## config.mk

```make
export PLATFORM = sky130hd
export DESIGN_NAME = multichannel_fir_filter
export DESIGN_NICKNAME = d
export VERILOG_FILES = /design/src/rtl/core/mcfir_pkg.sv /design/src/rtl/core/mcfir_dp.sv /design/src/rtl/core/mcfir_ctrl.sv /design/src/rtl/core/multichannel_fir_filter.sv
export SDC_FILE = /design/constraint.sdc
export NUM_CORES = 2
export LEC_CHECK = 0
export BUFFER_PORTS_ARGS = -buffer_cell sky130_fd_sc_hd__buf_2
export CORE_AREA = 2 2 260 262
export CTS_CLUSTER_SIZE = 25
export DETAILED_ROUTE_END_ITERATION = 6
export DIE_AREA = 0 0 262 264
export PLACE_DENSITY = 0.81
export SLEW_MARGIN = 20
export SYNTH_ARGS = -nofsm -noshare
export SYNTH_HDL_FRONTEND = slang
export SYNTH_SLANG_ARGS = --single-unit
```

## constraint.sdc

```tcl
create_clock -name clk -period 9.39 [get_ports clk]
set_input_delay 0.939 -clock clk [delete_from_list [all_inputs] [get_ports clk]]
set_output_delay 0.939 -clock clk [all_outputs]
set_load 0.05 [all_outputs]
```

## src/rtl/core/mcfir_pkg.sv

```systemverilog
`timescale 1ns / 1ps

package mcfir_pkg;

	localparam int SAMPLE_W   = 16;
	localparam int COEF_W     = 16;
	localparam int CHAN_W     = 2;
	localparam int NCOEF      = 8;
	localparam int COEF_IDX_W = 3;
	localparam int CFG_IDX_W  = 4;
	localparam int FRAC_W     = 14;
	localparam int PROD_W     = SAMPLE_W + COEF_W;

	localparam logic signed [COEF_W-1:0] COEF0_RESET = 16'sd16384;
	localparam logic signed [SAMPLE_W-1:0] SAT_MAX = 16'sh7fff;
	localparam logic signed [SAMPLE_W-1:0] SAT_MIN = 16'sh8000;

	// Controller to datapath
	typedef struct packed {
		logic load;    // latch the accepted beat
		logic issue;   // start one tap through the MAC pipe
		logic finish;  // round, saturate and load the output register
	} dp_cmd_t;

	// Datapath to controller
	typedef struct packed {
		logic tap_last;  // tap counter at the oldest-to-newest end
		logic acc_done;  // last product lands in the accumulator this cycle
		logic bypass;    // restart or channel out of range: no MAC work
	} dp_status_t;

endpackage

```

## src/rtl/core/mcfir_dp.sv

```systemverilog
`timescale 1ns / 1ps

module mcfir_dp #(
	parameter int TAPS     = 8,
	parameter int CHANNELS = 4
) (
	input  logic                                      clk,
	input  logic                                      arst_n,
	input  mcfir_pkg::dp_cmd_t                        cmd,
	output mcfir_pkg::dp_status_t                     status,
	input  logic                                      cfg_we,
	input  logic [mcfir_pkg::CFG_IDX_W-1:0]           cfg_index,
	input  logic [mcfir_pkg::COEF_W-1:0]              cfg_data,
	input  logic                                      command,
	input  logic [mcfir_pkg::CHAN_W-1:0]              channel,
	input  logic signed [mcfir_pkg::SAMPLE_W-1:0]     sample,
	output logic signed [mcfir_pkg::SAMPLE_W-1:0]     filtered,
	output logic [mcfir_pkg::CHAN_W-1:0]              out_channel,
	output logic                                      clipped
);

	localparam int TAP_W  = $clog2(TAPS);
	localparam int CH_W   = (CHANNELS > 1) ? $clog2(CHANNELS) : 1;
	localparam int ADDR_W = CH_W + TAP_W;
	localparam int DEPTH  = 1 << ADDR_W;
	localparam int ACC_W  = mcfir_pkg::PROD_W + TAP_W;
	localparam int Y_W    = ACC_W - mcfir_pkg::FRAC_W;
	localparam int CI_W   = mcfir_pkg::COEF_IDX_W;
	localparam int SW     = mcfir_pkg::SAMPLE_W;

	logic signed [mcfir_pkg::COEF_W-1:0] coef_q [mcfir_pkg::NCOEF];
	logic signed [SW-1:0]                hist_mem [DEPTH];

	logic [CHANNELS-1:0]       primed_q;
	logic                      cmd_q;
	logic                      range_q;
	logic                      prime_q;
	logic [CH_W-1:0]           ch_idx_q;
	logic [mcfir_pkg::CHAN_W-1:0] chan_q;
	logic signed [SW-1:0]      smp_q;
	logic [TAP_W-1:0]          tap_q;

	logic                      v_s1, last_s1;
	logic [TAP_W-1:0]          tap_s1;
	logic signed [SW-1:0]      rd_s1;
	logic                      v_s2, last_s2;
	logic signed [mcfir_pkg::PROD_W-1:0] prod_s2;
	logic signed [ACC_W-1:0]   acc_q;

	logic signed [SW-1:0]      filtered_q;
	logic [mcfir_pkg::CHAN_W-1:0] out_channel_q;
	logic                      clipped_q;

	logic [CH_W-1:0]           ch_idx;
	logic                      in_range;
	logic [TAP_W-1:0]          tap_prev;
	logic signed [SW-1:0]      tap_data;
	logic signed [mcfir_pkg::COEF_W-1:0] coef_sel;
	logic signed [ACC_W-1:0]   sum_rnd;
	logic signed [Y_W-1:0]     y;
	logic                      sat_hi, sat_lo;
	logic signed [SW-1:0]      y_sat;

	assign ch_idx   = CH_W'(channel);
	assign in_range = int'(channel) < CHANNELS;
	assign tap_prev = tap_q - TAP_W'(1);

	// Newest tap and unprimed channels take the incoming sample.
	assign tap_data = (tap_s1 == '0 || !prime_q) ? smp_q : rd_s1;
	assign coef_sel = coef_q[CI_W'(tap_s1)];

	assign sum_rnd = acc_q + ACC_W'(1 << (mcfir_pkg::FRAC_W - 1));
	assign y       = sum_rnd[ACC_W-1:mcfir_pkg::FRAC_W];
	assign sat_hi  = !y[Y_W-1] && (|y[Y_W-2:SW-1]);
	assign sat_lo  = y[Y_W-1] && !(&y[Y_W-2:SW-1]);

	always_comb begin
		if (sat_hi) begin
			y_sat = mcfir_pkg::SAT_MAX;
		end else if (sat_lo) begin
			y_sat = mcfir_pkg::SAT_MIN;
		end else begin
			y_sat = y[SW-1:0];
		end
	end

	assign status.tap_last = (tap_q == '0);
	assign status.acc_done = v_s2 && last_s2;
	assign status.bypass   = cmd_q || !range_q;

	always_ff @(posedge clk or negedge arst_n) begin
		if (!arst_n) begin
			for (int i = 0; i < mcfir_pkg::NCOEF; i++) begin
				coef_q[i] <= (i == 0) ? mcfir_pkg::COEF0_RESET : '0;
			end
		end else if (cfg_we && int'(cfg_index) < mcfir_pkg::NCOEF) begin
			coef_q[cfg_index[CI_W-1:0]] <= cfg_data;
		end
	end

	always_ff @(posedge clk or negedge arst_n) begin
		if (!arst_n) begin
			primed_q <= '0;
			cmd_q    <= 1'b0;
			range_q  <= 1'b0;
			prime_q  <= 1'b0;
			tap_q    <= '0;
			v_s1     <= 1'b0;
			last_s1  <= 1'b0;
			v_s2     <= 1'b0;
			last_s2  <= 1'b0;
		end else begin
			if (cmd.load) begin
				cmd_q   <= command;
				range_q <= in_range;
				prime_q <= in_range && primed_q[ch_idx];
				tap_q   <= TAP_W'(TAPS - 1);
				if (command) begin
					primed_q <= '0;
				end else if (in_range) begin
					primed_q[ch_idx] <= 1'b1;
				end
			end else if (cmd.issue) begin
				tap_q <= tap_prev;
			end
			v_s1    <= cmd.issue;
			last_s1 <= cmd.issue && (tap_q == '0);
			v_s2    <= v_s1;
			last_s2 <= last_s1;
		end
	end

	always_ff @(posedge clk) begin
		if (cmd.load) begin
			ch_idx_q <= ch_idx;
			chan_q   <= channel;
			smp_q    <= sample;
			acc_q    <= '0;
		end else if (v_s2) begin
			acc_q <= acc_q + ACC_W'(prod_s2);
		end
		if (cmd.issue) begin
			tap_s1 <= tap_q;
			rd_s1  <= hist_mem[{ch_idx_q, tap_prev}];
		end
		// Shift the delay line one slot older as each tap passes.
		if (v_s1) begin
			hist_mem[{ch_idx_q, tap_s1}] <= tap_data;
			prod_s2 <= coef_sel * tap_data;
		end
		if (cmd.finish) begin
			out_channel_q <= chan_q;
			filtered_q    <= status.bypass ? '0 : y_sat;
			clipped_q     <= !status.bypass && (sat_hi || sat_lo);
		end
	end

	assign filtered    = filtered_q;
	assign out_channel = out_channel_q;
	assign clipped     = clipped_q;

endmodule

```

## src/rtl/core/mcfir_ctrl.sv

```systemverilog
`timescale 1ns / 1ps

module mcfir_ctrl (
	input  logic                  clk,
	input  logic                  arst_n,
	input  logic                  in_valid,
	output logic                  in_ready,
	output logic                  out_valid,
	input  logic                  out_ready,
	output mcfir_pkg::dp_cmd_t    cmd,
	input  mcfir_pkg::dp_status_t status
);

	localparam logic [1:0] S_IDLE  = 2'd0;
	localparam logic [1:0] S_ISSUE = 2'd1;
	localparam logic [1:0] S_DRAIN = 2'd2;
	localparam logic [1:0] S_FIN   = 2'd3;

	logic [1:0] state_q, state_d;
	logic       out_valid_q;
	logic       out_free;

	assign out_free = !out_valid_q || out_ready;
	assign in_ready = (state_q == S_IDLE);

	always_comb begin
		state_d    = state_q;
		cmd.load   = 1'b0;
		cmd.issue  = 1'b0;
		cmd.finish = 1'b0;
		case (state_q)
			S_IDLE: begin
				if (in_valid) begin
					cmd.load = 1'b1;
					state_d  = S_ISSUE;
				end
			end
			S_ISSUE: begin
				if (status.bypass) begin
					state_d = S_FIN;
				end else begin
					cmd.issue = 1'b1;
					if (status.tap_last) begin
						state_d = S_DRAIN;
					end
				end
			end
			S_DRAIN: begin
				if (status.acc_done) begin
					state_d = S_FIN;
				end
			end
			S_FIN: begin
				// hold until the output register can take the beat
				if (out_free) begin
					cmd.finish = 1'b1;
					state_d    = S_IDLE;
				end
			end
			default: begin
				state_d = S_IDLE;
			end
		endcase
	end

	always_ff @(posedge clk or negedge arst_n) begin
		if (!arst_n) begin
			state_q     <= S_IDLE;
			out_valid_q <= 1'b0;
		end else begin
			state_q <= state_d;
			if (cmd.finish) begin
				out_valid_q <= 1'b1;
			end else if (out_ready) begin
				out_valid_q <= 1'b0;
			end
		end
	end

	assign out_valid = out_valid_q;

endmodule

```

## src/rtl/core/multichannel_fir_filter.sv

```systemverilog
`timescale 1ns / 1ps

// Channel  Handshake              Payload
// in       in_valid / in_ready    command, channel, sample
// out      out_valid / out_ready  filtered, out_channel, clipped
// cfg      cfg_valid / cfg_ready  cfg_index, cfg_data
//
// A filter beat does one multiply-accumulate per tap through the single MAC
// and the history memory; no new beat is accepted until it is done.
// A restart or out-of-range channel beat skips the MAC work.
// Reset clears the primed flags and restores the coefficients; no memory sweep.
// A result waiting on out_ready holds the output register; the next beat is
// still accepted and its result waits until the register frees.

module multichannel_fir_filter #(
	parameter int TAPS     = 8,
	parameter int CHANNELS = 4
) (
	input  logic                                  clk,
	input  logic                                  arst_n,
	input  logic                                  in_valid,
	output logic                                  in_ready,
	input  logic                                  command,
	input  logic [mcfir_pkg::CHAN_W-1:0]          channel,
	input  logic signed [mcfir_pkg::SAMPLE_W-1:0] sample,
	output logic                                  out_valid,
	input  logic                                  out_ready,
	output logic signed [mcfir_pkg::SAMPLE_W-1:0] filtered,
	output logic [mcfir_pkg::CHAN_W-1:0]          out_channel,
	output logic                                  clipped,
	input  logic                                  cfg_valid,
	output logic                                  cfg_ready,
	input  logic [mcfir_pkg::CFG_IDX_W-1:0]       cfg_index,
	input  logic [mcfir_pkg::COEF_W-1:0]          cfg_data
);

	mcfir_pkg::dp_cmd_t    dp_cmd;
	mcfir_pkg::dp_status_t dp_status;

	assign cfg_ready = 1'b1;

	mcfir_ctrl u_ctrl (
		.clk       (clk),
		.arst_n    (arst_n),
		.in_valid  (in_valid),
		.in_ready  (in_ready),
		.out_valid (out_valid),
		.out_ready (out_ready),
		.cmd       (dp_cmd),
		.status    (dp_status)
	);

	mcfir_dp #(
		.TAPS     (TAPS),
		.CHANNELS (CHANNELS)
	) u_dp (
		.clk         (clk),
		.arst_n      (arst_n),
		.cmd         (dp_cmd),
		.status      (dp_status),
		.cfg_we      (cfg_valid && cfg_ready),
		.cfg_index   (cfg_index),
		.cfg_data    (cfg_data),
		.command     (command),
		.channel     (channel),
		.sample      (sample),
		.filtered    (filtered),
		.out_channel (out_channel),
		.clipped     (clipped)
	);

endmodule

```

==> results.py <==
metrics = {
    "clock_network": {
        "cts_buffers": 79,
        "cts.reportedPaths.clkPinSlew_ns": 0.06,
        "clock_latency_ns": 0.64,
        "clock_tree_from_tritoncts": "built",
        "cts_max_path_buffers": 3,
        "cts.htree.levels": 3,
        "cts.root.buffer_cell": "sky130_fd_sc_hd__clkbuf_16",
        "post_cts.repair.setup_buffers": 0,
        "cts.repair.resized": 0,
        "cts_num_sinks": 780,
        "holdBufCountCts": 0,
    },
    "worst_setup_path": {
        "crit_path_launch_type": "flop",
        "critical_path_class": "flop to flop",
        "crit_fanout": 36,
        "critical_path.endpoint_type": "flop",
        "timing.rr.start": "u_dp.tap_s1[0]",
        "cp.required_ns": 9.75,
        "critical_path.startpoint": "u_dp.tap_s1[0]",
        "cp_data_arrival_time_ns": 8.76,
    },
    "floorplan": {
        "die_h_um": 264,
        "fp.dieArea_um2": 69200,
        "core_region_area_um2": 66600,
        "std_cell_rows": 95,
        "chipWidth_um": 262,
        "ioPinCount": 66,
        "start_util_pct": 63.5,
    },
    "sta": {
        "slew_viol_final": 0,
        "achievable-frequency_mhz": 119,
        "finalSetupViolations": 0,
        "final-hold-violation-count": 0,
        "max_slew.worst_pin.slew_ns": 1.15,
        "holdWs_ns": 0.296,
        "fin_crit_sh_pct": 89.5,
        "post-route-min-period_ns": 8.40,
        "setup-tns-final_ns": 0,
        "finClkSkew_ns": 0.0262,
        "max_slew_margin_pct": 23.0,
        "rsz0062_at_grt": "no",
    },
    "synth": {
        "post_synth_xor_area_fraction_pct": 1.43,
        "gate_count_after_technology_mapping": 3032,
        "synth_nets": 3462,
        "post_synthesis_adder_cell_area_fraction_pct": 16.1,
        "seq_total_area_yosys_pct": 52.9,
        "synth.yosys.warnings": 0,
        "syn-cell-area_um2": 42300,
        "synth-async-reset-ratio_pct": 18.6,
        "synth.area.mux_share_pct": 13.6,
        "synth_top_family_by_area": "adder cells",
        "synth_edf_count": 600,
        "ys_types": 85,
        "share_of_the_synthesized_area_in_compound_gates_ao_oa_aoi_oai_pct": 4.81,
        "synth_flop_cell": "sky130_fd_sc_hd__edfxtp_1",
        "post_synth_and_or_nand_nor_area_fraction_pct": 7.11,
        "postSynthAreaPerCell_um2": 13.9,
        "number_of_synthesized_register_bits": 780,
    },
    "hold_path": {
        "hold_path.class": "primary input to asynchronous set/reset pin",
    },
    "detailed_routing": {
        "vias_per_cell": 6.44,
        "routed_wire_length_um": 106000,
        "vias": 26278,
        "post-route-drc-count": 0,
        "detailedRoute.firstIterationViolations": 3172,
        "avgRoutedWirePerCell_um": 25.9,
        "dr.pass1.iters": 5,
        "postRouteAntennaNets": 0,
    },
    "global_route": {
        "globalRouteTotalUtil_pct": 31.4,
        "first_pass_grt_wire_length_um": 163000,
        "largest_net_degree_at_the_start_of_global_routing": 114,
        "grt_pass1_vias": 27092,
        "grt-ovfl-total": 0,
        "antenna_violations_before_repair": 6,
    },
    "placed_design": {
        "numPlacedInstances": 3933,
        "dpl_cell_area_um2": 43900,
        "dp_hpwl_um": 68700,
        "io_buffers": 64,
        "gp_congestion": 0.957,
    },
    "job": {
        "maxCapViolations": 0,
    },
    "status": {
        "status": "completed",
    },
    "finish": {
        "stdcell_area_um2": 46600,
        "fin_nets": 3572,
        "drive_above_1_share_pct": 19.9,
        "growth_of_design_area_from_synthesis_to_finish_pct": 10.3,
        "stdcell_count": 4081,
    },
}
==> per-layer routing <==
metal	GRT usage [%]	vias to the layer above	wire, µm	part of all wire [%]
li1	-	10979	-	-
met1	44.4	13394	40400	38
met2	49.7	1617	50400	48
met3	6.36	284	11100	10
met4	10.3	4	3790	3.6
met5	0	-	21	0.020
==> final cells by class <==
| cell class | count | area (µm²) |
|---|---|---|
| antenna | 4 | 10.0 |
| clock buffer | 104 | 2180 |
| clock inverter | 39 | 464 |
| fill | 4291 | 19900 |
| inverter | 340 | 1280 |
| multi-input combinational | 1806 | 18300 |
| sequential | 780 | 22400 |
| tap | 873 | 1090 |
| timing repair buffer | 135 | 892 |
==> cell usage after synthesis, types with 35 or more instances <==
cell | n | share of area [%]
sky130_fd_sc_hd__edfxtp_1 | 600 | 43
sky130_fd_sc_hd__inv_1 | 334 | 3.0
sky130_fd_sc_hd__nand2_1 | 298 | 2.6
sky130_fd_sc_hd__fa_1 | 263 | 12
sky130_fd_sc_hd__nor2_1 | 228 | 2.0
sky130_fd_sc_hd__mux4_2 | 161 | 8.6
sky130_fd_sc_hd__dfrtp_1 | 144 | 8.5
sky130_fd_sc_hd__mux2_2 | 144 | 3.8
sky130_fd_sc_hd__a21oi_1 | 124 | 1.5
sky130_fd_sc_hd__ha_1 | 123 | 3.6
sky130_fd_sc_hd__clkbuf_1 | 71 | 0.63
sky130_fd_sc_hd__mux2i_1 | 48 | 1.1
sky130_fd_sc_hd__xnor2_1 | 42 | 0.87
sky130_fd_sc_hd__dfxtp_1 | 35 | 1.7
==> worst paths after layout <==
check / end / cells after the start / slack (ns)
worst max register to register: u_dp.prod_s2[29] / 24 / 0.99
max in group asynchronous: u_dp.coef_q[126] / 3 / 7.88
worst min register to register: u_dp.last_s2 / 0 / 0.36
worst min-delay path: u_ctrl.out_valid / 1 / 0.30
min in group clk: u_dp.last_s2 / 0 / 0.36
worst max-delay path: u_dp.prod_s2[29] / 24 / 0.99
==> worst max-delay path, stage by stage, from the launching register on <==
cell,delay [ns]
sky130_fd_sc_hd__edfxtp_1,0.40
sky130_fd_sc_hd__buf_4,0.62
sky130_fd_sc_hd__mux4_2,0.60
sky130_fd_sc_hd__mux2i_1,0.82
sky130_fd_sc_hd__nor2_1,0.19
sky130_fd_sc_hd__fa_1,0.60
sky130_fd_sc_hd__inv_1,0.05
sky130_fd_sc_hd__fa_1,0.48
sky130_fd_sc_hd__fa_1,0.54
sky130_fd_sc_hd__inv_1,0.06
sky130_fd_sc_hd__fa_1,0.50
sky130_fd_sc_hd__fa_1,0.50
sky130_fd_sc_hd__inv_1,0.05
sky130_fd_sc_hd__fa_1,0.51
sky130_fd_sc_hd__inv_1,0.05
sky130_fd_sc_hd__ha_1,0.35
sky130_fd_sc_hd__a21o_1,0.20
sky130_fd_sc_hd__a21oi_1,0.15
sky130_fd_sc_hd__o21bai_1,0.10
sky130_fd_sc_hd__o31ai_1,0.32
sky130_fd_sc_hd__a21oi_1,0.16
sky130_fd_sc_hd__a211oi_2,0.32
sky130_fd_sc_hd__o21ai_1,0.15
sky130_fd_sc_hd__o31ai_1,0.24
sky130_fd_sc_hd__a21boi_1,0.11
==> sequential cells by signal (all words and copies together), names as in the netlist, 2 cells and up <==
name	flops
u_dp.coef_q	128
u_dp.tap_s1	3
u_dp.prod_s2	32
u_dp.out_channel	2
u_dp.rd_s1	16
u_ctrl.state_q	2
u_dp.filtered	16
u_dp.tap_q	3
u_dp.hist_mem	512
u_dp.acc_q	35
u_dp.primed_q	4
u_dp.smp_q	16
u_dp.ch_idx_q	2
==> per-stage QoR <==
step	setup WS, ns	util, %
floorplan	1.53	-
global placement	1.21	66.0
detailed placement	1.09	66.0
CTS	1.09	70.0
global route	0.679	70.0
finish	0.988	70.0
==> layout by cell type, fill, tap and decap left out, types with 17 or more instances in the layout <==
master / instances
sky130_fd_sc_hd__mux2_2: 144
sky130_fd_sc_hd__dfxtp_1: 35
sky130_fd_sc_hd__o21ai_1: 17
sky130_fd_sc_hd__dfrtp_1: 143
sky130_fd_sc_hd__buf_4: 69
sky130_fd_sc_hd__edfxtp_1: 600
sky130_fd_sc_hd__clkbuf_16: 82
sky130_fd_sc_hd__nand2_1: 298
sky130_fd_sc_hd__mux2i_1: 44
sky130_fd_sc_hd__a21oi_1: 124
sky130_fd_sc_hd__nor2_1: 213
sky130_fd_sc_hd__clkbuf_1: 17
sky130_fd_sc_hd__nand3_1: 33
sky130_fd_sc_hd__o21ai_0: 27
sky130_fd_sc_hd__inv_1: 334
sky130_fd_sc_hd__xor2_1: 26
sky130_fd_sc_hd__buf_2: 63
sky130_fd_sc_hd__a21o_1: 25
sky130_fd_sc_hd__fa_1: 263
sky130_fd_sc_hd__mux4_2: 161
sky130_fd_sc_hd__nor3_1: 21
sky130_fd_sc_hd__xnor2_1: 41
sky130_fd_sc_hd__nand2b_1: 18
sky130_fd_sc_hd__ha_1: 122
==> logic make-up after synthesis <==
kind of cell    Yosys count
flops                   780
simple gates            688
buf+inv                 446
fa+ha+maj               386
mux                     353
compound gates          309
xor+xnor                 69
other cells               1
Power is left out: the tool's default activity adds up to more than one toggle a clock period on the data nets, which glitch-free logic cannot reach.
